==> src/hw/rtl/c_token_lexer_defines.svh <==
// ----------------------------------------------------------------------------
// c_token_lexer_defines.svh
// Assertion macros of the C token lexer RTL, used by ctl_rbuf.
// ----------------------------------------------------------------------------
`ifndef C_TOKEN_LEXER_DEFINES_SVH
`define C_TOKEN_LEXER_DEFINES_SVH

// Same-cycle implication, sampled on clk, off during reset
`define CTL_ASSERT_NOW(label, cond, prop) \
  label: assert property (@(posedge clk) disable iff (rst) (cond) |-> (prop)) \
    else $error("c_token_lexer: assertion failed");

// Next-cycle implication, sampled on clk, off during reset
`define CTL_ASSERT_NEXT(label, cond, prop) \
  label: assert property (@(posedge clk) disable iff (rst) (cond) |=> (prop)) \
    else $error("c_token_lexer: assertion failed");

`endif

==> src/hw/rtl/ctl_pkg.sv <==
// ----------------------------------------------------------------------------
// ctl_pkg
// Types, token codes, keyword table and character classes of the C lexer.
// ----------------------------------------------------------------------------
package ctl_pkg;

  localparam int CTL_MAX_LEXEME    = 1024;
  localparam int CTL_KEYWORD_CHARS = 16;
  localparam int CTL_RBUF_DEPTH    = 4;
  localparam int KW_COUNT          = 45;
  localparam int KW_MAX_LEN        = 14;
  localparam int LEN_MAX           = 1023;

  // token codes
  localparam logic [6:0] K_END        = 7'd0;
  localparam logic [6:0] K_IDENT      = 7'd46;
  localparam logic [6:0] K_ICONST     = 7'd47;
  localparam logic [6:0] K_FCONST     = 7'd48;
  localparam logic [6:0] K_STRING     = 7'd49;
  localparam logic [6:0] K_ELLIPSIS   = 7'd50;
  localparam logic [6:0] K_SHR_ASSIGN = 7'd51;
  localparam logic [6:0] K_SHL_ASSIGN = 7'd52;
  localparam logic [6:0] K_SHR        = 7'd61;
  localparam logic [6:0] K_SHL        = 7'd62;
  localparam logic [6:0] K_DOT        = 7'd82;

  // error codes
  localparam logic [2:0] E_NONE         = 3'd0;
  localparam logic [2:0] E_OPEN_COMMENT = 3'd1;
  localparam logic [2:0] E_OPEN_STRING  = 3'd2;
  localparam logic [2:0] E_OPEN_CHAR    = 3'd3;
  localparam logic [2:0] E_EMPTY_CHAR   = 3'd4;

  // characters with a role of their own
  localparam logic [7:0] CH_LF     = 8'h0A;
  localparam logic [7:0] CH_DQUOTE = 8'h22;
  localparam logic [7:0] CH_QUOTE  = 8'h27;
  localparam logic [7:0] CH_BSLASH = 8'h5C;
  localparam logic [7:0] CH_STAR   = 8'h2A;
  localparam logic [7:0] CH_SLASH  = 8'h2F;
  localparam logic [7:0] CH_DOT    = 8'h2E;
  localparam logic [7:0] CH_LT     = 8'h3C;
  localparam logic [7:0] CH_GT     = 8'h3E;
  localparam logic [7:0] CH_EQ     = 8'h3D;
  localparam logic [7:0] CH_PLUS   = 8'h2B;
  localparam logic [7:0] CH_MINUS  = 8'h2D;

  typedef struct packed {
    logic [6:0] token_kind;
    logic [9:0] lexeme_length;
    logic [2:0] error_code;
    logic       last_of_run;
  } ctl_res_t;

  // results of one accepted transaction, 0 to 2 of them
  typedef struct packed {
    logic [1:0] count;
    ctl_res_t   first;
    ctl_res_t   second;
  } ctl_push_t;

  // keyword text, right aligned: first character in the highest used byte
  localparam logic [8*KW_MAX_LEN-1:0] KW_TEXT [KW_COUNT] = '{
    "auto", "break", "case", "char", "const", "continue", "default", "do",
    "double", "else", "enum", "extern", "float", "for", "goto", "if",
    "inline", "int", "long", "register", "restrict", "return", "short",
    "signed", "sizeof", "static", "struct", "switch", "typedef", "union",
    "unsigned", "void", "volatile", "while", "_Alignas", "_Alignof",
    "_Atomic", "_Bool", "_Complex", "_Generic", "_Imaginary", "_Noreturn",
    {"_Static_", "assert"}, {"_Thread_", "local"}, "__func__"
  };

  localparam int KW_LEN [KW_COUNT] = '{
    4, 5, 4, 4, 5, 8, 7, 2, 6, 4, 4, 6, 5, 3, 4, 2, 6, 3, 4, 8, 8, 6, 5,
    6, 6, 6, 6, 6, 7, 5, 8, 4, 8, 5, 8, 8, 7, 5, 8, 8, 10, 9, 14, 13, 8
  };

  function automatic logic is_digit(input logic [7:0] b);
    return b inside {[8'h30:8'h39]};
  endfunction

  function automatic logic is_alpha(input logic [7:0] b);
    return b inside {[8'h61:8'h7A], [8'h41:8'h5A]};
  endfunction

  function automatic logic is_xdigit(input logic [7:0] b);
    return b inside {[8'h30:8'h39], [8'h61:8'h66], [8'h41:8'h46]};
  endfunction

  function automatic logic is_space(input logic [7:0] b);
    return b inside {8'h20, [8'h09:8'h0D]};
  endfunction

  function automatic logic is_suffix(input logic [7:0] b);
    return b inside {"u", "U", "l", "L", "f", "F"};
  endfunction

  function automatic logic is_word(input logic [7:0] b);
    return is_alpha(b) || is_digit(b) || (b == "_");
  endfunction

  // single character tokens; 0 for an unknown character
  function automatic logic [6:0] single_kind(input logic [7:0] c);
    logic [6:0] k;
    case (c)
      8'h3B:   k = 7'd72;
      8'h7B:   k = 7'd73;
      8'h7D:   k = 7'd74;
      8'h2C:   k = 7'd75;
      8'h3A:   k = 7'd76;
      8'h3D:   k = 7'd77;
      8'h28:   k = 7'd78;
      8'h29:   k = 7'd79;
      8'h5B:   k = 7'd80;
      8'h5D:   k = 7'd81;
      8'h2E:   k = 7'd82;
      8'h26:   k = 7'd83;
      8'h21:   k = 7'd84;
      8'h7E:   k = 7'd85;
      8'h2D:   k = 7'd86;
      8'h2B:   k = 7'd87;
      8'h2A:   k = 7'd88;
      8'h2F:   k = 7'd89;
      8'h25:   k = 7'd90;
      8'h3C:   k = 7'd91;
      8'h3E:   k = 7'd92;
      8'h5E:   k = 7'd93;
      8'h7C:   k = 7'd94;
      8'h3F:   k = 7'd95;
      default: k = K_END;
    endcase
    return k;
  endfunction

  // two character operators; 0 when the pair is not one
  function automatic logic [6:0] pair_kind(input logic [7:0] a, input logic [7:0] b);
    logic [6:0] k;
    case ({a, b})
      "+=":    k = 7'd53;
      "-=":    k = 7'd54;
      "*=":    k = 7'd55;
      "/=":    k = 7'd56;
      "%=":    k = 7'd57;
      "&=":    k = 7'd58;
      "^=":    k = 7'd59;
      "|=":    k = 7'd60;
      "++":    k = 7'd63;
      "--":    k = 7'd64;
      "->":    k = 7'd65;
      "&&":    k = 7'd66;
      "||":    k = 7'd67;
      "<=":    k = 7'd68;
      ">=":    k = 7'd69;
      "==":    k = 7'd70;
      "!=":    k = 7'd71;
      default: k = K_END;
    endcase
    return k;
  endfunction

endpackage

==> src/hw/rtl/ctl_if.sv <==
// ----------------------------------------------------------------------------
// ctl_if
// Valid/ready channels of the C lexer: source bytes in, tokens out.
// ----------------------------------------------------------------------------
interface ctl_in_if;
  logic       valid;
  logic       ready;
  logic [7:0] byte_value;
  logic       end_of_input;

  modport source (output valid, output byte_value, output end_of_input, input ready);
  modport sink   (input valid, input byte_value, input end_of_input, output ready);
endinterface

interface ctl_out_if;
  logic       valid;
  logic       ready;
  logic [6:0] token_kind;
  logic [9:0] lexeme_length;
  logic [2:0] error_code;
  logic       last_of_run;

  modport source (output valid, output token_kind, output lexeme_length,
                  output error_code, output last_of_run, input ready);
  modport sink   (input valid, input token_kind, input lexeme_length,
                  input error_code, input last_of_run, output ready);
endinterface

==> src/hw/rtl/ctl_scan.sv <==
// ----------------------------------------------------------------------------
// ctl_scan
// Scanner state machine: one byte per transaction, up to two tokens out.
// ----------------------------------------------------------------------------
module ctl_scan
  import ctl_pkg::*;
#(
  parameter int MAX_LEXEME    = CTL_MAX_LEXEME,
  parameter int KEYWORD_CHARS = CTL_KEYWORD_CHARS
) (
  input  logic      clk,
  input  logic      rst,
  input  logic      accept,
  input  logic [7:0] byte_value,
  input  logic      end_of_input,
  output ctl_push_t push
);

  localparam int CW = $clog2(MAX_LEXEME);
  localparam int IW = $clog2(KEYWORD_CHARS);

  localparam logic [4:0] ST_IDLE     = 5'd0;
  localparam logic [4:0] ST_ID       = 5'd1;
  localparam logic [4:0] ST_ID_PRE   = 5'd2;
  localparam logic [4:0] ST_ID_U8    = 5'd3;
  localparam logic [4:0] ST_DEC_INT  = 5'd4;
  localparam logic [4:0] ST_DEC_FRAC = 5'd5;
  localparam logic [4:0] ST_HEX_INT  = 5'd6;
  localparam logic [4:0] ST_HEX_FRAC = 5'd7;
  localparam logic [4:0] ST_EXP_SIGN = 5'd8;
  localparam logic [4:0] ST_EXP_DIG  = 5'd9;
  localparam logic [4:0] ST_SUFFIX   = 5'd10;
  localparam logic [4:0] ST_STR      = 5'd11;
  localparam logic [4:0] ST_STR_ESC  = 5'd12;
  localparam logic [4:0] ST_CHR      = 5'd13;
  localparam logic [4:0] ST_CHR_ESC  = 5'd14;
  localparam logic [4:0] ST_CMT      = 5'd15;
  localparam logic [4:0] ST_CMT_STAR = 5'd16;
  localparam logic [4:0] ST_LINE_CMT = 5'd17;
  localparam logic [4:0] ST_OP1      = 5'd18;
  localparam logic [4:0] ST_OP2      = 5'd19;

  typedef struct packed {
    logic       go;
    logic [4:0] st;
    logic       digit;
    logic       chr;
    logic       oper;
  } idle_t;

  logic [4:0]    state;
  logic [CW-1:0] count;
  logic          float_seen;
  logic          literal_has_content;
  logic [7:0]    pending_op;
  logic [7:0]    keyword_prefix [KEYWORD_CHARS];

  logic [4:0]    state_next;
  logic          float_seen_next;
  logic          literal_has_content_next;
  logic [7:0]    pending_op_next;
  logic          tk;
  logic [CW-1:0] tk_base;
  logic          cnt_clr;
  logic [1:0]    n;
  ctl_res_t      r [2];
  logic [6:0]    kw_kind;

  function automatic logic [CW-1:0] cnt_inc(input logic [CW-1:0] c);
    return (32'(c) < MAX_LEXEME - 1) ? c + 1'b1 : c;
  endfunction

  function automatic logic [9:0] len_out(input logic [CW-1:0] c);
    return (32'(c) > LEN_MAX) ? 10'(LEN_MAX) : 10'(c);
  endfunction

  function automatic ctl_res_t mk(input logic [6:0] k, input logic [9:0] len,
                                  input logic [2:0] err);
    ctl_res_t x;
    x.token_kind    = k;
    x.lexeme_length = len;
    x.error_code    = err;
    x.last_of_run   = 1'b0;
    return x;
  endfunction

  // how a byte opens a token from idle
  function automatic idle_t idle_dec(input logic [7:0] b);
    idle_t d;
    d.go    = !is_space(b);
    d.digit = 1'b0;
    d.chr   = 1'b0;
    d.oper  = 1'b0;
    if (is_alpha(b) || (b == "_")) begin
      d.st = (b == "L" || b == "u" || b == "U") ? ST_ID_PRE : ST_ID;
    end else if (is_digit(b)) begin
      d.st    = ST_DEC_INT;
      d.digit = 1'b1;
    end else if (b == CH_DQUOTE) begin
      d.st = ST_STR;
    end else if (b == CH_QUOTE) begin
      d.st  = ST_CHR;
      d.chr = 1'b1;
    end else begin
      d.st   = ST_OP1;
      d.oper = 1'b1;
    end
    return d;
  endfunction

  // keyword compare against the whole table in parallel
  always_comb begin
    logic hit;
    int   pos;
    kw_kind = K_IDENT;
    for (int i = KW_COUNT - 1; i >= 0; i--) begin
      hit = (32'(count) == KW_LEN[i]);
      for (int k = 0; k < KW_MAX_LEN; k++) begin
        pos = (k < KW_LEN[i]) ? 8 * (KW_LEN[i] - 1 - k) : 0;
        if (k < KW_LEN[i] && keyword_prefix[k] != KW_TEXT[i][pos +: 8]) begin
          hit = 1'b0;
        end
      end
      if (hit) begin
        kw_kind = 7'(i + 1);
      end
    end
    if (32'(count) > KEYWORD_CHARS) begin
      kw_kind = K_IDENT;
    end
  end

  // next state and results of one byte or end of input
  always_comb begin
    logic [7:0]    b;
    logic [7:0]    c;
    logic [CW-1:0] cp1;
    logic          rescan;
    logic          do_idle;
    logic          pre;
    logic [6:0]    pk;
    idle_t         id;
    b       = byte_value;
    c       = pending_op;
    cp1     = cnt_inc(count);
    rescan  = 1'b0;
    do_idle = 1'b0;
    pre     = (state != ST_ID);
    pk      = pair_kind(c, b);
    id      = idle_dec(b);
    state_next               = state;
    float_seen_next          = float_seen;
    literal_has_content_next = literal_has_content;
    pending_op_next          = pending_op;
    tk      = 1'b0;
    tk_base = count;
    cnt_clr = 1'b0;
    n       = 2'd0;
    r[0]    = '0;
    r[1]    = '0;

    if (end_of_input) begin
      // flush what is pending
      case (state)
        ST_ID, ST_ID_PRE, ST_ID_U8: begin
          r[n[0]] = mk(kw_kind, len_out(count), E_NONE); n = n + 2'd1;
        end
        ST_DEC_INT, ST_DEC_FRAC, ST_HEX_INT, ST_HEX_FRAC, ST_EXP_SIGN, ST_EXP_DIG,
        ST_SUFFIX: begin
          r[n[0]] = mk(float_seen ? K_FCONST : K_ICONST, len_out(count), E_NONE);
          n = n + 2'd1;
        end
        ST_STR, ST_STR_ESC: begin
          r[n[0]] = mk(K_END, len_out(count), E_OPEN_STRING); n = n + 2'd1;
        end
        ST_CHR, ST_CHR_ESC: begin
          r[n[0]] = mk(K_END, len_out(count), E_OPEN_CHAR); n = n + 2'd1;
        end
        ST_CMT, ST_CMT_STAR: begin
          r[n[0]] = mk(K_END, len_out(count), E_OPEN_COMMENT); n = n + 2'd1;
        end
        ST_OP1: begin
          r[n[0]] = mk(single_kind(c), 10'd1, E_NONE); n = n + 2'd1;
        end
        ST_OP2: begin
          if (c == CH_DOT) begin
            r[n[0]] = mk(K_DOT, 10'd1, E_NONE); n = n + 2'd1;
            r[n[0]] = mk(K_DOT, 10'd1, E_NONE); n = n + 2'd1;
          end else begin
            r[n[0]] = mk((c == CH_GT) ? K_SHR : K_SHL, 10'd2, E_NONE); n = n + 2'd1;
          end
        end
        default: begin
        end
      endcase
      if (n == 2'd0) begin
        r[0] = mk(K_END, 10'd0, E_NONE); n = 2'd1;
      end
      state_next = ST_IDLE;
      cnt_clr    = 1'b1;
    end else begin
      case (state)
        ST_IDLE: do_idle = 1'b1;
        ST_ID, ST_ID_PRE, ST_ID_U8: begin
          if (pre && b == CH_DQUOTE) begin
            tk = 1'b1; state_next = ST_STR;
          end else if (pre && b == CH_QUOTE) begin
            literal_has_content_next = 1'b0; tk = 1'b1; state_next = ST_CHR;
          end else if (state == ST_ID_PRE && b == "8" && keyword_prefix[0] == "u") begin
            tk = 1'b1; state_next = ST_ID_U8;
          end else if (is_word(b)) begin
            tk = 1'b1; state_next = ST_ID;
          end else begin
            r[n[0]] = mk(kw_kind, len_out(count), E_NONE); n = n + 2'd1;
            state_next = ST_IDLE; rescan = 1'b1;
          end
        end
        ST_DEC_INT: begin
          if (32'(count) == 1 && keyword_prefix[0] == "0" && (b == "x" || b == "X")) begin
            tk = 1'b1; state_next = ST_HEX_INT;
          end else if (is_digit(b)) begin
            tk = 1'b1;
          end else if (b == CH_DOT) begin
            float_seen_next = 1'b1; tk = 1'b1; state_next = ST_DEC_FRAC;
          end else if (b == "e" || b == "E") begin
            float_seen_next = 1'b1; tk = 1'b1; state_next = ST_EXP_SIGN;
          end else if (is_suffix(b)) begin
            tk = 1'b1; state_next = ST_SUFFIX;
          end else begin
            rescan = 1'b1;
          end
        end
        ST_DEC_FRAC: begin
          if (is_digit(b)) begin
            tk = 1'b1;
          end else if (b == "e" || b == "E") begin
            tk = 1'b1; state_next = ST_EXP_SIGN;
          end else if (is_suffix(b)) begin
            tk = 1'b1; state_next = ST_SUFFIX;
          end else begin
            rescan = 1'b1;
          end
        end
        ST_HEX_INT, ST_HEX_FRAC: begin
          if (is_xdigit(b)) begin
            tk = 1'b1;
          end else if (b == CH_DOT && state == ST_HEX_INT) begin
            float_seen_next = 1'b1; tk = 1'b1; state_next = ST_HEX_FRAC;
          end else if (b == "p" || b == "P") begin
            float_seen_next = 1'b1; tk = 1'b1; state_next = ST_EXP_SIGN;
          end else if (is_suffix(b)) begin
            tk = 1'b1; state_next = ST_SUFFIX;
          end else begin
            rescan = 1'b1;
          end
        end
        ST_EXP_SIGN: begin
          if (b == CH_PLUS || b == CH_MINUS || is_digit(b)) begin
            tk = 1'b1; state_next = ST_EXP_DIG;
          end else if (is_suffix(b)) begin
            tk = 1'b1; state_next = ST_SUFFIX;
          end else begin
            rescan = 1'b1;
          end
        end
        ST_EXP_DIG: begin
          if (is_digit(b)) begin
            tk = 1'b1;
          end else if (is_suffix(b)) begin
            tk = 1'b1; state_next = ST_SUFFIX;
          end else begin
            rescan = 1'b1;
          end
        end
        ST_SUFFIX: begin
          if (is_suffix(b)) begin
            tk = 1'b1;
          end else begin
            rescan = 1'b1;
          end
        end
        ST_STR: begin
          if (b == CH_DQUOTE) begin
            tk = 1'b1;
            r[n[0]] = mk(K_STRING, len_out(cp1), E_NONE); n = n + 2'd1;
            state_next = ST_IDLE;
          end else if (b == CH_LF) begin
            r[n[0]] = mk(K_END, len_out(count), E_OPEN_STRING); n = n + 2'd1;
            state_next = ST_IDLE;
          end else begin
            tk = 1'b1;
            if (b == CH_BSLASH) state_next = ST_STR_ESC;
          end
        end
        ST_STR_ESC: begin
          tk = 1'b1; state_next = ST_STR;
        end
        ST_CHR: begin
          if (b == CH_QUOTE) begin
            tk = 1'b1;
            if (literal_has_content) begin
              r[n[0]] = mk(K_ICONST, len_out(cp1), E_NONE);
            end else begin
              r[n[0]] = mk(K_END, len_out(cp1), E_EMPTY_CHAR);
            end
            n = n + 2'd1;
            state_next = ST_IDLE;
          end else if (b == CH_LF) begin
            r[n[0]] = mk(K_END, len_out(count), E_OPEN_CHAR); n = n + 2'd1;
            state_next = ST_IDLE;
          end else begin
            tk = 1'b1;
            literal_has_content_next = 1'b1;
            if (b == CH_BSLASH) state_next = ST_CHR_ESC;
          end
        end
        ST_CHR_ESC: begin
          tk = 1'b1; state_next = ST_CHR;
        end
        ST_CMT: begin
          if (b == CH_STAR) state_next = ST_CMT_STAR;
        end
        ST_CMT_STAR: begin
          if (b == CH_SLASH) state_next = ST_IDLE;
          else if (b != CH_STAR) state_next = ST_CMT;
        end
        ST_LINE_CMT: begin
          if (b == CH_LF) state_next = ST_IDLE;
        end
        ST_OP1: begin
          if (c == CH_SLASH && b == CH_STAR) begin
            state_next = ST_CMT;
          end else if (c == CH_SLASH && b == CH_SLASH) begin
            state_next = ST_LINE_CMT;
          end else if (c == b && (c == CH_DOT || c == CH_GT || c == CH_LT)) begin
            tk = 1'b1; state_next = ST_OP2;
          end else if (pk != K_END) begin
            r[n[0]] = mk(pk, 10'd2, E_NONE); n = n + 2'd1;
            state_next = ST_IDLE;
          end else begin
            r[n[0]] = mk(single_kind(c), 10'd1, E_NONE); n = n + 2'd1;
            state_next = ST_IDLE; rescan = 1'b1;
          end
        end
        ST_OP2: begin
          state_next = ST_IDLE;
          if (c == CH_DOT) begin
            if (b == CH_DOT) begin
              r[n[0]] = mk(K_ELLIPSIS, 10'd3, E_NONE); n = n + 2'd1;
            end else begin
              r[n[0]] = mk(K_DOT, 10'd1, E_NONE); n = n + 2'd1;
              r[n[0]] = mk(K_DOT, 10'd1, E_NONE); n = n + 2'd1;
              rescan = 1'b1;
            end
          end else if (b == CH_EQ) begin
            r[n[0]] = mk((c == CH_GT) ? K_SHR_ASSIGN : K_SHL_ASSIGN, 10'd3, E_NONE);
            n = n + 2'd1;
          end else begin
            r[n[0]] = mk((c == CH_GT) ? K_SHR : K_SHL, 10'd2, E_NONE); n = n + 2'd1;
            rescan = 1'b1;
          end
        end
        default: do_idle = 1'b1;
      endcase

      // a number ends on a byte that does not extend it
      if (rescan && state >= ST_DEC_INT && state <= ST_SUFFIX) begin
        r[n[0]] = mk(float_seen ? K_FCONST : K_ICONST, len_out(count), E_NONE);
        n = n + 2'd1;
        state_next = ST_IDLE;
      end

      // idle handling, also for a byte that closed the previous token
      if (do_idle || rescan) begin
        state_next = ST_IDLE;
        if (id.go) begin
          tk         = 1'b1;
          tk_base    = '0;
          state_next = id.st;
          if (id.digit) float_seen_next = 1'b0;
          if (id.chr)   literal_has_content_next = 1'b0;
          if (id.oper)  pending_op_next = b;
        end
      end
    end

    // flag the last result of this transaction
    if (n == 2'd1) r[0].last_of_run = 1'b1;
    if (n == 2'd2) r[1].last_of_run = 1'b1;
  end

  assign push.count  = accept ? n : 2'd0;
  assign push.first  = r[0];
  assign push.second = r[1];

  // scanner control state
  always_ff @(posedge clk) begin
    if (rst) begin
      state               <= ST_IDLE;
      count               <= '0;
      float_seen          <= 1'b0;
      literal_has_content <= 1'b0;
      pending_op          <= '0;
    end else if (accept) begin
      state               <= state_next;
      float_seen          <= float_seen_next;
      literal_has_content <= literal_has_content_next;
      pending_op          <= pending_op_next;
      if (cnt_clr) count <= '0;
      else if (tk) count <= cnt_inc(tk_base);
    end
  end

  // leading characters of the lexeme, for the keyword compare
  always_ff @(posedge clk) begin
    if (accept && tk && 32'(tk_base) < KEYWORD_CHARS) begin
      keyword_prefix[IW'(tk_base)] <= byte_value;
    end
  end

endmodule

==> src/hw/rtl/ctl_rbuf.sv <==
// ----------------------------------------------------------------------------
// ctl_rbuf
// Token result queue: takes up to two results a cycle, hands out one.
// ----------------------------------------------------------------------------
`include "c_token_lexer_defines.svh"

module ctl_rbuf
  import ctl_pkg::*;
(
  input  logic      clk,
  input  logic      rst,
  input  ctl_push_t push,
  output logic      space_ok,
  output logic      out_valid,
  input  logic      out_ready,
  output ctl_res_t  out_rec
);

  localparam int PW = $clog2(CTL_RBUF_DEPTH);
  localparam int FW = $clog2(CTL_RBUF_DEPTH + 1);

  ctl_res_t        slots [CTL_RBUF_DEPTH];
  logic [PW-1:0]   wptr;
  logic [PW-1:0]   rptr;
  logic [FW-1:0]   fill;
  logic            pop;

  assign pop       = out_valid && out_ready;
  assign out_valid = (fill != '0);
  assign out_rec   = slots[rptr];
  // room for the worst case of one transaction
  assign space_ok  = (32'(fill) <= CTL_RBUF_DEPTH - 2);

  // pointers and fill level
  always_ff @(posedge clk) begin
    if (rst) begin
      wptr <= '0;
      rptr <= '0;
      fill <= '0;
    end else begin
      wptr <= wptr + PW'(push.count);
      if (pop) rptr <= rptr + 1'b1;
      fill <= fill + FW'(push.count) - FW'(pop);
    end
  end

  // result storage
  always_ff @(posedge clk) begin
    if (push.count != 2'd0) slots[wptr] <= push.first;
    if (push.count == 2'd2) slots[wptr + 1'b1] <= push.second;
  end

  `CTL_ASSERT_NOW(a_fill_bound, 1'b1, 32'(fill) <= CTL_RBUF_DEPTH)
  `CTL_ASSERT_NOW(a_one_last, push.count == 2'd1, push.first.last_of_run)
  `CTL_ASSERT_NOW(a_two_last, push.count == 2'd2,
                  !push.first.last_of_run && push.second.last_of_run)
  `CTL_ASSERT_NEXT(a_fill_drop, pop && push.count == 2'd0, fill == $past(fill) - 1'b1)

endmodule

==> src/hw/rtl/c_token_lexer.sv <==
// ----------------------------------------------------------------------------
// c_token_lexer
// Streaming C11 lexer: source bytes in, classified tokens out.
// ----------------------------------------------------------------------------
// Use: byte_in carries one source byte per transaction, or an end-of-input
// mark that flushes the token in progress and returns the scanner to idle.
// token_out carries one token per transaction: kind, lexeme length, error
// code and a flag on the last token caused by the same input byte.
// Throughput: one byte per cycle while each byte yields at most one token
// and token_out is ready; a byte may yield two tokens, and then the output
// side sets the pace at one token per cycle. The scanner state machine takes
// a byte in the cycle it is accepted; its tokens are registered in the queue.
// A four-entry result queue parts the two sides: byte_in.ready stays high
// while the queue has room for two tokens, so a stalled receiver backs up
// into the byte channel only once the queue holds three or more.
// Reset (synchronous, active high) empties the queue and puts the scanner
// in idle between tokens.
// ----------------------------------------------------------------------------
module c_token_lexer
  import ctl_pkg::*;
#(
  parameter int MAX_LEXEME    = CTL_MAX_LEXEME,
  parameter int KEYWORD_CHARS = CTL_KEYWORD_CHARS
) (
  input  logic      clk,
  input  logic      rst,
  ctl_in_if.sink    byte_in,
  ctl_out_if.source token_out
);

  logic      accept;
  logic      space_ok;
  ctl_push_t push;
  ctl_res_t  out_rec;

  assign byte_in.ready = space_ok;
  assign accept        = byte_in.valid && space_ok;

  ctl_scan #(
    .MAX_LEXEME    (MAX_LEXEME),
    .KEYWORD_CHARS (KEYWORD_CHARS)
  ) u_scan (
    .clk          (clk),
    .rst          (rst),
    .accept       (accept),
    .byte_value   (byte_in.byte_value),
    .end_of_input (byte_in.end_of_input),
    .push         (push)
  );

  ctl_rbuf u_rbuf (
    .clk       (clk),
    .rst       (rst),
    .push      (push),
    .space_ok  (space_ok),
    .out_valid (token_out.valid),
    .out_ready (token_out.ready),
    .out_rec   (out_rec)
  );

  assign token_out.token_kind    = out_rec.token_kind;
  assign token_out.lexeme_length = out_rec.lexeme_length;
  assign token_out.error_code    = out_rec.error_code;
  assign token_out.last_of_run   = out_rec.last_of_run;

endmodule

==> src/flat_wrapper.sv <==
// flat-port wrapper written by rule: the top's interface ports become plain ports
module c_token_lexer_flat import ctl_pkg::*;
#(
  parameter int MAX_LEXEME    = CTL_MAX_LEXEME,
  parameter int KEYWORD_CHARS = CTL_KEYWORD_CHARS
)
  (clk, rst, byte_in_valid, byte_in_byte_value, byte_in_end_of_input, byte_in_ready, token_out_valid, token_out_token_kind, token_out_lexeme_length, token_out_error_code, token_out_last_of_run, token_out_ready);
  ctl_in_if byte_in_i ();
  ctl_out_if token_out_i ();
  input  logic clk;
  input  logic rst;
  input wire logic [$bits(byte_in_i.valid)-1:0] byte_in_valid;
  input wire logic [$bits(byte_in_i.byte_value)-1:0] byte_in_byte_value;
  input wire logic [$bits(byte_in_i.end_of_input)-1:0] byte_in_end_of_input;
  output wire logic [$bits(byte_in_i.ready)-1:0] byte_in_ready;
  output wire logic [$bits(token_out_i.valid)-1:0] token_out_valid;
  output wire logic [$bits(token_out_i.token_kind)-1:0] token_out_token_kind;
  output wire logic [$bits(token_out_i.lexeme_length)-1:0] token_out_lexeme_length;
  output wire logic [$bits(token_out_i.error_code)-1:0] token_out_error_code;
  output wire logic [$bits(token_out_i.last_of_run)-1:0] token_out_last_of_run;
  input wire logic [$bits(token_out_i.ready)-1:0] token_out_ready;
  assign byte_in_i.valid = byte_in_valid;
  assign byte_in_i.byte_value = byte_in_byte_value;
  assign byte_in_i.end_of_input = byte_in_end_of_input;
  assign byte_in_ready = byte_in_i.ready;
  assign token_out_valid = token_out_i.valid;
  assign token_out_token_kind = token_out_i.token_kind;
  assign token_out_lexeme_length = token_out_i.lexeme_length;
  assign token_out_error_code = token_out_i.error_code;
  assign token_out_last_of_run = token_out_i.last_of_run;
  assign token_out_i.ready = token_out_ready;
  c_token_lexer #(.MAX_LEXEME(MAX_LEXEME), .KEYWORD_CHARS(KEYWORD_CHARS)) u_core (.clk(clk), .rst(rst), .byte_in(byte_in_i), .token_out(token_out_i));
endmodule
==> config.mk <==
export PLATFORM = sky130hd
export DESIGN_NAME = c_token_lexer_flat
export DESIGN_NICKNAME = d
export VERILOG_FILES = /design/src/hw/rtl/ctl_pkg.sv /design/src/hw/rtl/ctl_if.sv /design/src/hw/rtl/ctl_scan.sv /design/src/hw/rtl/ctl_rbuf.sv /design/src/hw/rtl/c_token_lexer.sv /design/src/flat_wrapper.sv
export VERILOG_INCLUDE_DIRS = /design/src /design/src/hw/rtl
export SDC_FILE = /design/constraint.sdc
export NUM_CORES = 1
export LEC_CHECK = 0
export ABC_CLOCK_PERIOD_IN_PS = 6030
export BUFFER_PORTS_ARGS = -buffer_cell sky130_fd_sc_hd__buf_2
export CAP_MARGIN = 20
export CORE_MARGIN = 2
export CORE_UTILIZATION = 59
export CTS_BUF_LIST = sky130_fd_sc_hd__clkbuf_16
export CTS_CLUSTER_DIAMETER = 150
export DETAILED_ROUTE_END_ITERATION = 10
export PLACE_DENSITY = 0.8
export SLEW_MARGIN = 40
export SYNTH_ARGS = -nofsm -noshare
export SYNTH_HDL_FRONTEND = slang
export SYNTH_SLANG_ARGS = --single-unit
export TNS_END_PERCENT = 10
==> constraint.sdc <==
create_clock -name clk -period 6.03 [get_ports clk]
set_input_delay 0.3015 -clock clk [delete_from_list [all_inputs] [get_ports clk]]
set_output_delay 0.3015 -clock clk [all_outputs]
set_load 0.02 [all_outputs]
Yosys cells after proc, flatten, opt, wreduce, memory -nomap -nowiden
Memory sizes are Yosys's and may differ from the RTL's. A register that Yosys moved wholly into a read port is not among the register bits. Index checks and enable logic that the tools add are counted.

Add/subtract/negate cells: 8. Order comparisons: 19. Equality and inequality tests: 245. Muxes and demuxes: 495. Bitwise operators: 3. Reduce and logical (&&, ||, !) cells: 59.

Operators with widths (number): 8-bit by 7-bit inequality test with 1-bit output, second input constant (131); 21-bit 2-to-1 mux (21); 1-bit 2-to-1 mux (347); 16-bit by 14-bit == test with 1-bit output, second input constant (14); 8-bit by 6-bit == test with 1-bit output, second input constant (28); 5-bit 2-to-1 mux (36); 8-bit by 7-bit == test with 1-bit output, second input constant (22); 7-bit one-hot mux with 24 select lines (1); 21-bit one-hot mux with 7 select lines (1); 6-bit 2-to-1 mux (24); 7-bit one-hot mux with 17 select lines (1); 21-bit one-hot mux with 5 select lines (1); 42-bit 2-to-1 mux (2); 5-bit one-hot mux with 15 select lines (1); 10-bit 2-to-1 mux (7); 7-bit 2-to-1 mux (8); 10-bit by 4-bit == test with 1-bit output, second input constant (5); 16-bit by 15-bit == test with 1-bit output, second input constant (3); 42-bit bitwise mux (1); 10-bit by 3-bit == test with 1-bit output, second input constant (4); 5-bit by 4-bit == test with 1-bit output, second input constant (8); 20-bit 2-to-1 mux (2); 2-bit 2-to-1 mux (18); 8-bit by 7-bit less-or-equal comparator with 1-bit output, second input constant (4); other kinds (61) (139).

Flip-flop bits (word level): 32. Memory bits (writable): 212. Input bits: 13. Output and inout port bits: 23. Word-level logic and storage cells: 839. Memories kept: 2.

Memories: u_core.u_scan.keyword_prefix (words 16, bits a word 8, read ports 14, clocked after Yosys merged registers in 0, write ports 1, RTL line ctl_scan.sv:56) `logic [7:0] keyword_prefix [KEYWORD_CHARS];`; u_core.u_rbuf.slots (words 4, bits a word 21, read ports 1, clocked after Yosys merged registers in 1, write ports 2, RTL line ctl_rbuf.sv:22) `ctl_res_t slots [CTL_RBUF_DEPTH];`.

Depth between registers and ports, before layout
An unclocked memory read counts as a cell.

Depth after elaboration: 70. Mapped depth: 24. Gate-level depth less buffers: 19.

Modules after synthesis
A second synthesis with hierarchy kept.

Cell total of the unflattened synthesis: 1651. Area, all modules: 16494.6 µm².

By module, submodules not included: ctl_scan (instances 1, cells an instance 1398, area each 11738.8 µm², sequential area each 3863.7 µm²); ctl_rbuf (instances 1, cells an instance 252, area each 4749.6 µm², sequential area each 2702.6 µm²); c_token_lexer (instances 1, cells an instance 1, area each 6.3 µm², sequential area each 0.0 µm²).

Worst setup path after synthesis
Ideal clock, no wire load.

Path kind: input -> register. From: input port byte_in_byte_value[6]. To: memory u_core.u_rbuf.slots[2][0] in the netlist's numbering (enable). Setup time: 0.408 ns. Data arrival time: 4.355 ns. Data required time: 5.622 ns. Path slack: 1.267 ns. Stages: 14. Buffers on the path: 2. Cells stage by stage: buf_2 or4b_1 or3_1 buf_2 o32ai_2 nor3_1 or3_4 nor3_4 nor2_1 ha_1 o21ai_0 nor2_1 o21bai_1 mux2i_1.

RTL lines: from (decl) (RTL line flat_wrapper.sv:13) `input wire logic [$bits(byte_in_i.byte_value)-1:0] byte_in_byte_value;`; to (decl) (RTL line ctl_rbuf.sv:22).

==> flow_results.xml <==
<?xml version="1.0" encoding="UTF-8"?>
<metrics>
  <group name="status">
    <metric name="outcome" unit="">finished clean</metric>
  </group>
  <group name="critical_path">
    <metric name="critPathCaptureType" unit="">register</metric>
    <metric name="start_kind" unit="">register</metric>
    <metric name="critical_path_arrival" unit="ns">5.55</metric>
    <metric name="rr_startpoint" unit="">u_core.u_scan.pending_op[4]</metric>
    <metric name="critical_path_peak_fanout" unit="">21</metric>
    <metric name="setup.worst_path.class" unit="">register to register</metric>
    <metric name="crit_path_start" unit="">u_core.u_scan.pending_op[4]</metric>
    <metric name="worstPathRequired" unit="ns">6.27</metric>
  </group>
  <group name="routing">
    <metric name="routed_wire_length_per_instance" unit="um">31.8</metric>
    <metric name="drc_errors" unit="">0</metric>
    <metric name="dr.pass1.iters" unit="">8</metric>
    <metric name="drtIter0Drc" unit="">3437</metric>
    <metric name="drt-total-wl" unit="um">64800</metric>
    <metric name="vias_per_cell" unit="">8.02</metric>
    <metric name="detailroute.via_count" unit="">16331</metric>
    <metric name="drtAntennaViolNets" unit="">0</metric>
  </group>
  <group name="cts">
    <metric name="cts_buffers" unit="">24</metric>
    <metric name="postCtsSetupBuffers" unit="">0</metric>
    <metric name="clock_latency" unit="ns">0.54</metric>
    <metric name="tritoncts_num_sinks" unit="">230</metric>
    <metric name="h-tree-depth" unit="">1</metric>
    <metric name="cts-resized-gates" unit="">0</metric>
    <metric name="tritoncts" unit="">yes</metric>
    <metric name="clockBufferDepth" unit="">3</metric>
    <metric name="cts-root-buf" unit="">sky130_fd_sc_hd__clkbuf_16</metric>
    <metric name="clkTransAtPathRegs" unit="ns">0.07</metric>
    <metric name="holdBufCountCts" unit="">0</metric>
  </group>
  <group name="logic_synthesis">
    <metric name="syn_area_per_cell" unit="sq um">9.41</metric>
    <metric name="netlist_instances" unit="">1682</metric>
    <metric name="yosys_warnings" unit="">0</metric>
    <metric name="synth_top_flop_cell" unit="">sky130_fd_sc_hd__edfxtp_1</metric>
    <metric name="synth_edf_count" unit="">196</metric>
    <metric name="synth_area" unit="sq um">15800</metric>
    <metric name="ys_types" unit="">95</metric>
    <metric name="synth_fp_nets" unit="">1710</metric>
    <metric name="postSynthRegisterBits" unit="">230</metric>
    <metric name="synth_top_cell_area_share" unit="">0.372</metric>
    <metric name="synth_sequential_area_ratio" unit="">0.415</metric>
    <metric name="post_synth_main_area_contributors" unit="">sky130_fd_sc_hd__edfxtp_1, sky130_fd_sc_hd__dfxtp_1, sky130_fd_sc_hd__nor4_1</metric>
    <metric name="netlist.top_cell.by_area" unit="">sky130_fd_sc_hd__edfxtp_1</metric>
    <metric name="fraction_of_registers_with_async_set_reset" unit="">0</metric>
  </group>
  <group name="timing">
    <metric name="hold-worst-slack" unit="ns">0.250</metric>
    <metric name="relSlewSlack" unit="">0.391</metric>
    <metric name="fmax" unit="GHz">0.188</metric>
    <metric name="rsz_0062_raised_after_global_routing" unit="">no</metric>
    <metric name="worst-slew-pin-transition" unit="ns">0.911</metric>
    <metric name="period_share" unit="">0.881</metric>
    <metric name="timing.clock.skew" unit="ns">0.0284</metric>
    <metric name="postLayoutSetupSlackWorst" unit="ns">0.717</metric>
    <metric name="finalWorstPathRequiredPeriod" unit="ns">5.31</metric>
    <metric name="fin_tns_setup" unit="ns">0</metric>
    <metric name="setup_viol" unit="">0</metric>
    <metric name="final-max-slew-violation-count" unit="">0</metric>
    <metric name="hold_violations" unit="">0</metric>
  </group>
  <group name="placed_design">
    <metric name="io_buffer_count" unit="">35</metric>
    <metric name="place.gp.congestion" unit="">1.12</metric>
    <metric name="place_ws" unit="ns">0.835</metric>
    <metric name="post-place-cells" unit="">1991</metric>
    <metric name="detailed_place_hpwl" unit="um">47800</metric>
    <metric name="post_dp_cell_area" unit="sq um">16400</metric>
  </group>
  <group name="pwr">
    <metric name="leakage" unit="nW">5.24</metric>
    <metric name="pd_cells" unit="nW/um^2">249</metric>
    <metric name="vdd.ir_drop.worst" unit="V">0.000409</metric>
  </group>
  <group name="global_routing">
    <metric name="grt_busiest_layer" unit="">met2</metric>
    <metric name="gr-usage-met2" unit="">0.665</metric>
    <metric name="grt.met1_usage" unit="">0.616</metric>
    <metric name="number_of_antenna_violations_at_the_first_check_in_global_routing" unit="">2</metric>
    <metric name="grt_overflow_total" unit="">0</metric>
    <metric name="grt_pass1_wl" unit="um">95600</metric>
    <metric name="pin_count_of_the_biggest_net_entering_global_routing" unit="">40</metric>
    <metric name="gr-usage-all-layers" unit="">0.451</metric>
    <metric name="grt_pass1_vias" unit="">15005</metric>
    <metric name="met3_usage" unit="">0.153</metric>
  </group>
  <group name="finish">
    <metric name="commonest_non_fill_non_tap_cell_in_the_layout" unit="">sky130_fd_sc_hd__edfxtp_1</metric>
    <metric name="layout.cells.most_common_list" unit="">sky130_fd_sc_hd__edfxtp_1, sky130_fd_sc_hd__nand2_1, sky130_fd_sc_hd__nor2_1</metric>
    <metric name="seq_area" unit="sq um">6570</metric>
    <metric name="fin_cells" unit="">2036</metric>
    <metric name="antenna_cells_inserted" unit="">0</metric>
    <metric name="syn2layout_area_growth" unit="%">8.99</metric>
    <metric name="fillerInstances" unit="">1972</metric>
    <metric name="multi_input_comb_area" unit="sq um">8800</metric>
    <metric name="nNetsFinal" unit="">1711</metric>
    <metric name="finalInstanceArea" unit="sq um">17300</metric>
    <metric name="drive_gt1_frac" unit="">0.124</metric>
  </group>
  <group name="die">
    <metric name="floorplan.rows" unit="">59</metric>
    <metric name="placeableCoreArea" unit="sq um">26200</metric>
    <metric name="initial_utilization" unit="">0.604</metric>
    <metric name="chipWidth" unit="um">168</metric>
    <metric name="fp.dieH" unit="um">168</metric>
    <metric name="design.die.area" unit="sq um">28200</metric>
    <metric name="number_of_placed_i_o_pins" unit="">36</metric>
  </group>
  <group name="job">
    <metric name="max_cap_violations" unit="">0</metric>
  </group>
  <group name="hold_path">
    <metric name="startpoint_of_the_most_critical_hold_path" unit="">byte_in_byte_value[6]</metric>
    <metric name="hp-class" unit="">input port to register</metric>
  </group>
</metrics>
==> critical path: stages (launching register included) <==
cell	delay, ns
sky130_fd_sc_hd__dfxtp_1	0.52
sky130_fd_sc_hd__or4b_1	0.75
sky130_fd_sc_hd__nor4_1	0.56
sky130_fd_sc_hd__nand4_1	0.19
sky130_fd_sc_hd__nand3b_1	0.43
sky130_fd_sc_hd__nor4bb_4	0.16
sky130_fd_sc_hd__nor3_4	0.33
sky130_fd_sc_hd__nor2_1	0.10
sky130_fd_sc_hd__ha_1	0.32
sky130_fd_sc_hd__o21ai_0	0.44
sky130_fd_sc_hd__nand3_1	0.34
sky130_fd_sc_hd__mux2i_2	0.62
sky130_fd_sc_hd__buf_12	0.23
==> metal layers <==
metal / vias up / part of all wire
met5: - / 0.00025
met4: 2 / 0.053
met3: 319 / 0.17
met2: 1625 / 0.42
met1: 7699 / 0.36
li1: 6686 / -
==> synth_stat cells, types with 9 or more instances <==
library cell	number
sky130_fd_sc_hd__a21oi_1	38
sky130_fd_sc_hd__or3_1	23
sky130_fd_sc_hd__nor3_1	57
sky130_fd_sc_hd__nor3b_1	13
sky130_fd_sc_hd__a211oi_1	10
sky130_fd_sc_hd__xnor2_1	12
sky130_fd_sc_hd__nand4_1	57
sky130_fd_sc_hd__a31oi_1	24
sky130_fd_sc_hd__edfxtp_1	196
sky130_fd_sc_hd__buf_2	15
sky130_fd_sc_hd__and4_1	16
sky130_fd_sc_hd__nor2_1	129
sky130_fd_sc_hd__or4_1	23
sky130_fd_sc_hd__nor4bb_1	27
sky130_fd_sc_hd__o21ai_1	9
sky130_fd_sc_hd__and2_1	23
sky130_fd_sc_hd__nor4_1	80
sky130_fd_sc_hd__and4b_1	11
sky130_fd_sc_hd__o31ai_1	13
sky130_fd_sc_hd__a21o_1	10
sky130_fd_sc_hd__nand3b_1	22
sky130_fd_sc_hd__mux2i_1	14
sky130_fd_sc_hd__buf_1	9
sky130_fd_sc_hd__inv_1	28
sky130_fd_sc_hd__or2_2	12
sky130_fd_sc_hd__clkbuf_1	83
sky130_fd_sc_hd__mux4_2	21
sky130_fd_sc_hd__o22ai_1	21
sky130_fd_sc_hd__o21ai_0	80
sky130_fd_sc_hd__dfxtp_1	34
sky130_fd_sc_hd__nor2b_1	41
sky130_fd_sc_hd__nor4b_1	14
sky130_fd_sc_hd__o311ai_0	9
sky130_fd_sc_hd__ha_1	14
sky130_fd_sc_hd__nand2_1	131
sky130_fd_sc_hd__nand4b_1	28
sky130_fd_sc_hd__nand3_1	98
sky130_fd_sc_hd__and3_1	28
sky130_fd_sc_hd__nand2b_1	37
==> cells by family after synthesis <==
family,synth area share
DFF,0.415
and+or+nand+nor,0.349
AOI/OAI and AO/OA,0.138
adders and majority gates,0.0123
muxes,0.0387
buffers and inverters,0.0365
xor gates and xnor gates,0.0105
==> worst paths after layout <==
check / end / slack [ns] / depth (start not counted)
worst max-delay path: u_core.u_rbuf.slots[2][13] / 0.72 / 12
worst min-delay path: u_core.u_scan.keyword_prefix[1][6] / 0.25 / 1
worst max register to register: u_core.u_rbuf.slots[2][13] / 0.72 / 12
worst min register to register: u_core.u_rbuf.fill[2] / 0.55 / 2
==> through the flow <==
stage,total power [mW],util
2_1_floorplan,2.54,-
3_3_place_gp,2.80,0.626
3_5_place_dp,2.84,0.628
4_1_cts,4.26,0.657
5_1_grt,4.41,0.658
6_report,4.30,0.658
==> state kept, by name, summed over array words and instances, names as in the netlist, named ones only <==
signal / flops
u_core.u_scan.literal_has_content: 1
u_core.u_rbuf.rptr: 2
u_core.u_scan.keyword_prefix: 112
u_core.u_scan.state: 5
u_core.u_scan.float_seen: 1
u_core.u_rbuf.fill: 3
u_core.u_rbuf.slots: 84
u_core.u_rbuf.wptr: 2
u_core.u_scan.count: 10
u_core.u_scan.pending_op: 8
==> where the power goes <==
group | internal [mW] | leakage, nW | switching, mW | total [mW]
combinational | 0.351 | 2.77 | 0.596 | 0.947
clock | 0.820 | 0.399 | 0.634 | 1.45
sequential | 1.81 | 2.07 | 0.0892 | 1.90
total | 2.98 | 5.24 | 1.32 | 4.30
==> cell type report <==
| cell class | instances | area share |
|---|---|---|
| clock buffer | 26 | 0.0377 |
| clock inverter | 18 | 0.00675 |
| inverter | 29 | 0.00631 |
| multi-input combinational | 1311 | 0.510 |
| sequential | 230 | 0.381 |
| tap | 335 | 0.0243 |
| timing repair buffer | 87 | 0.0339 |
(Power assumes the default switching activity.)
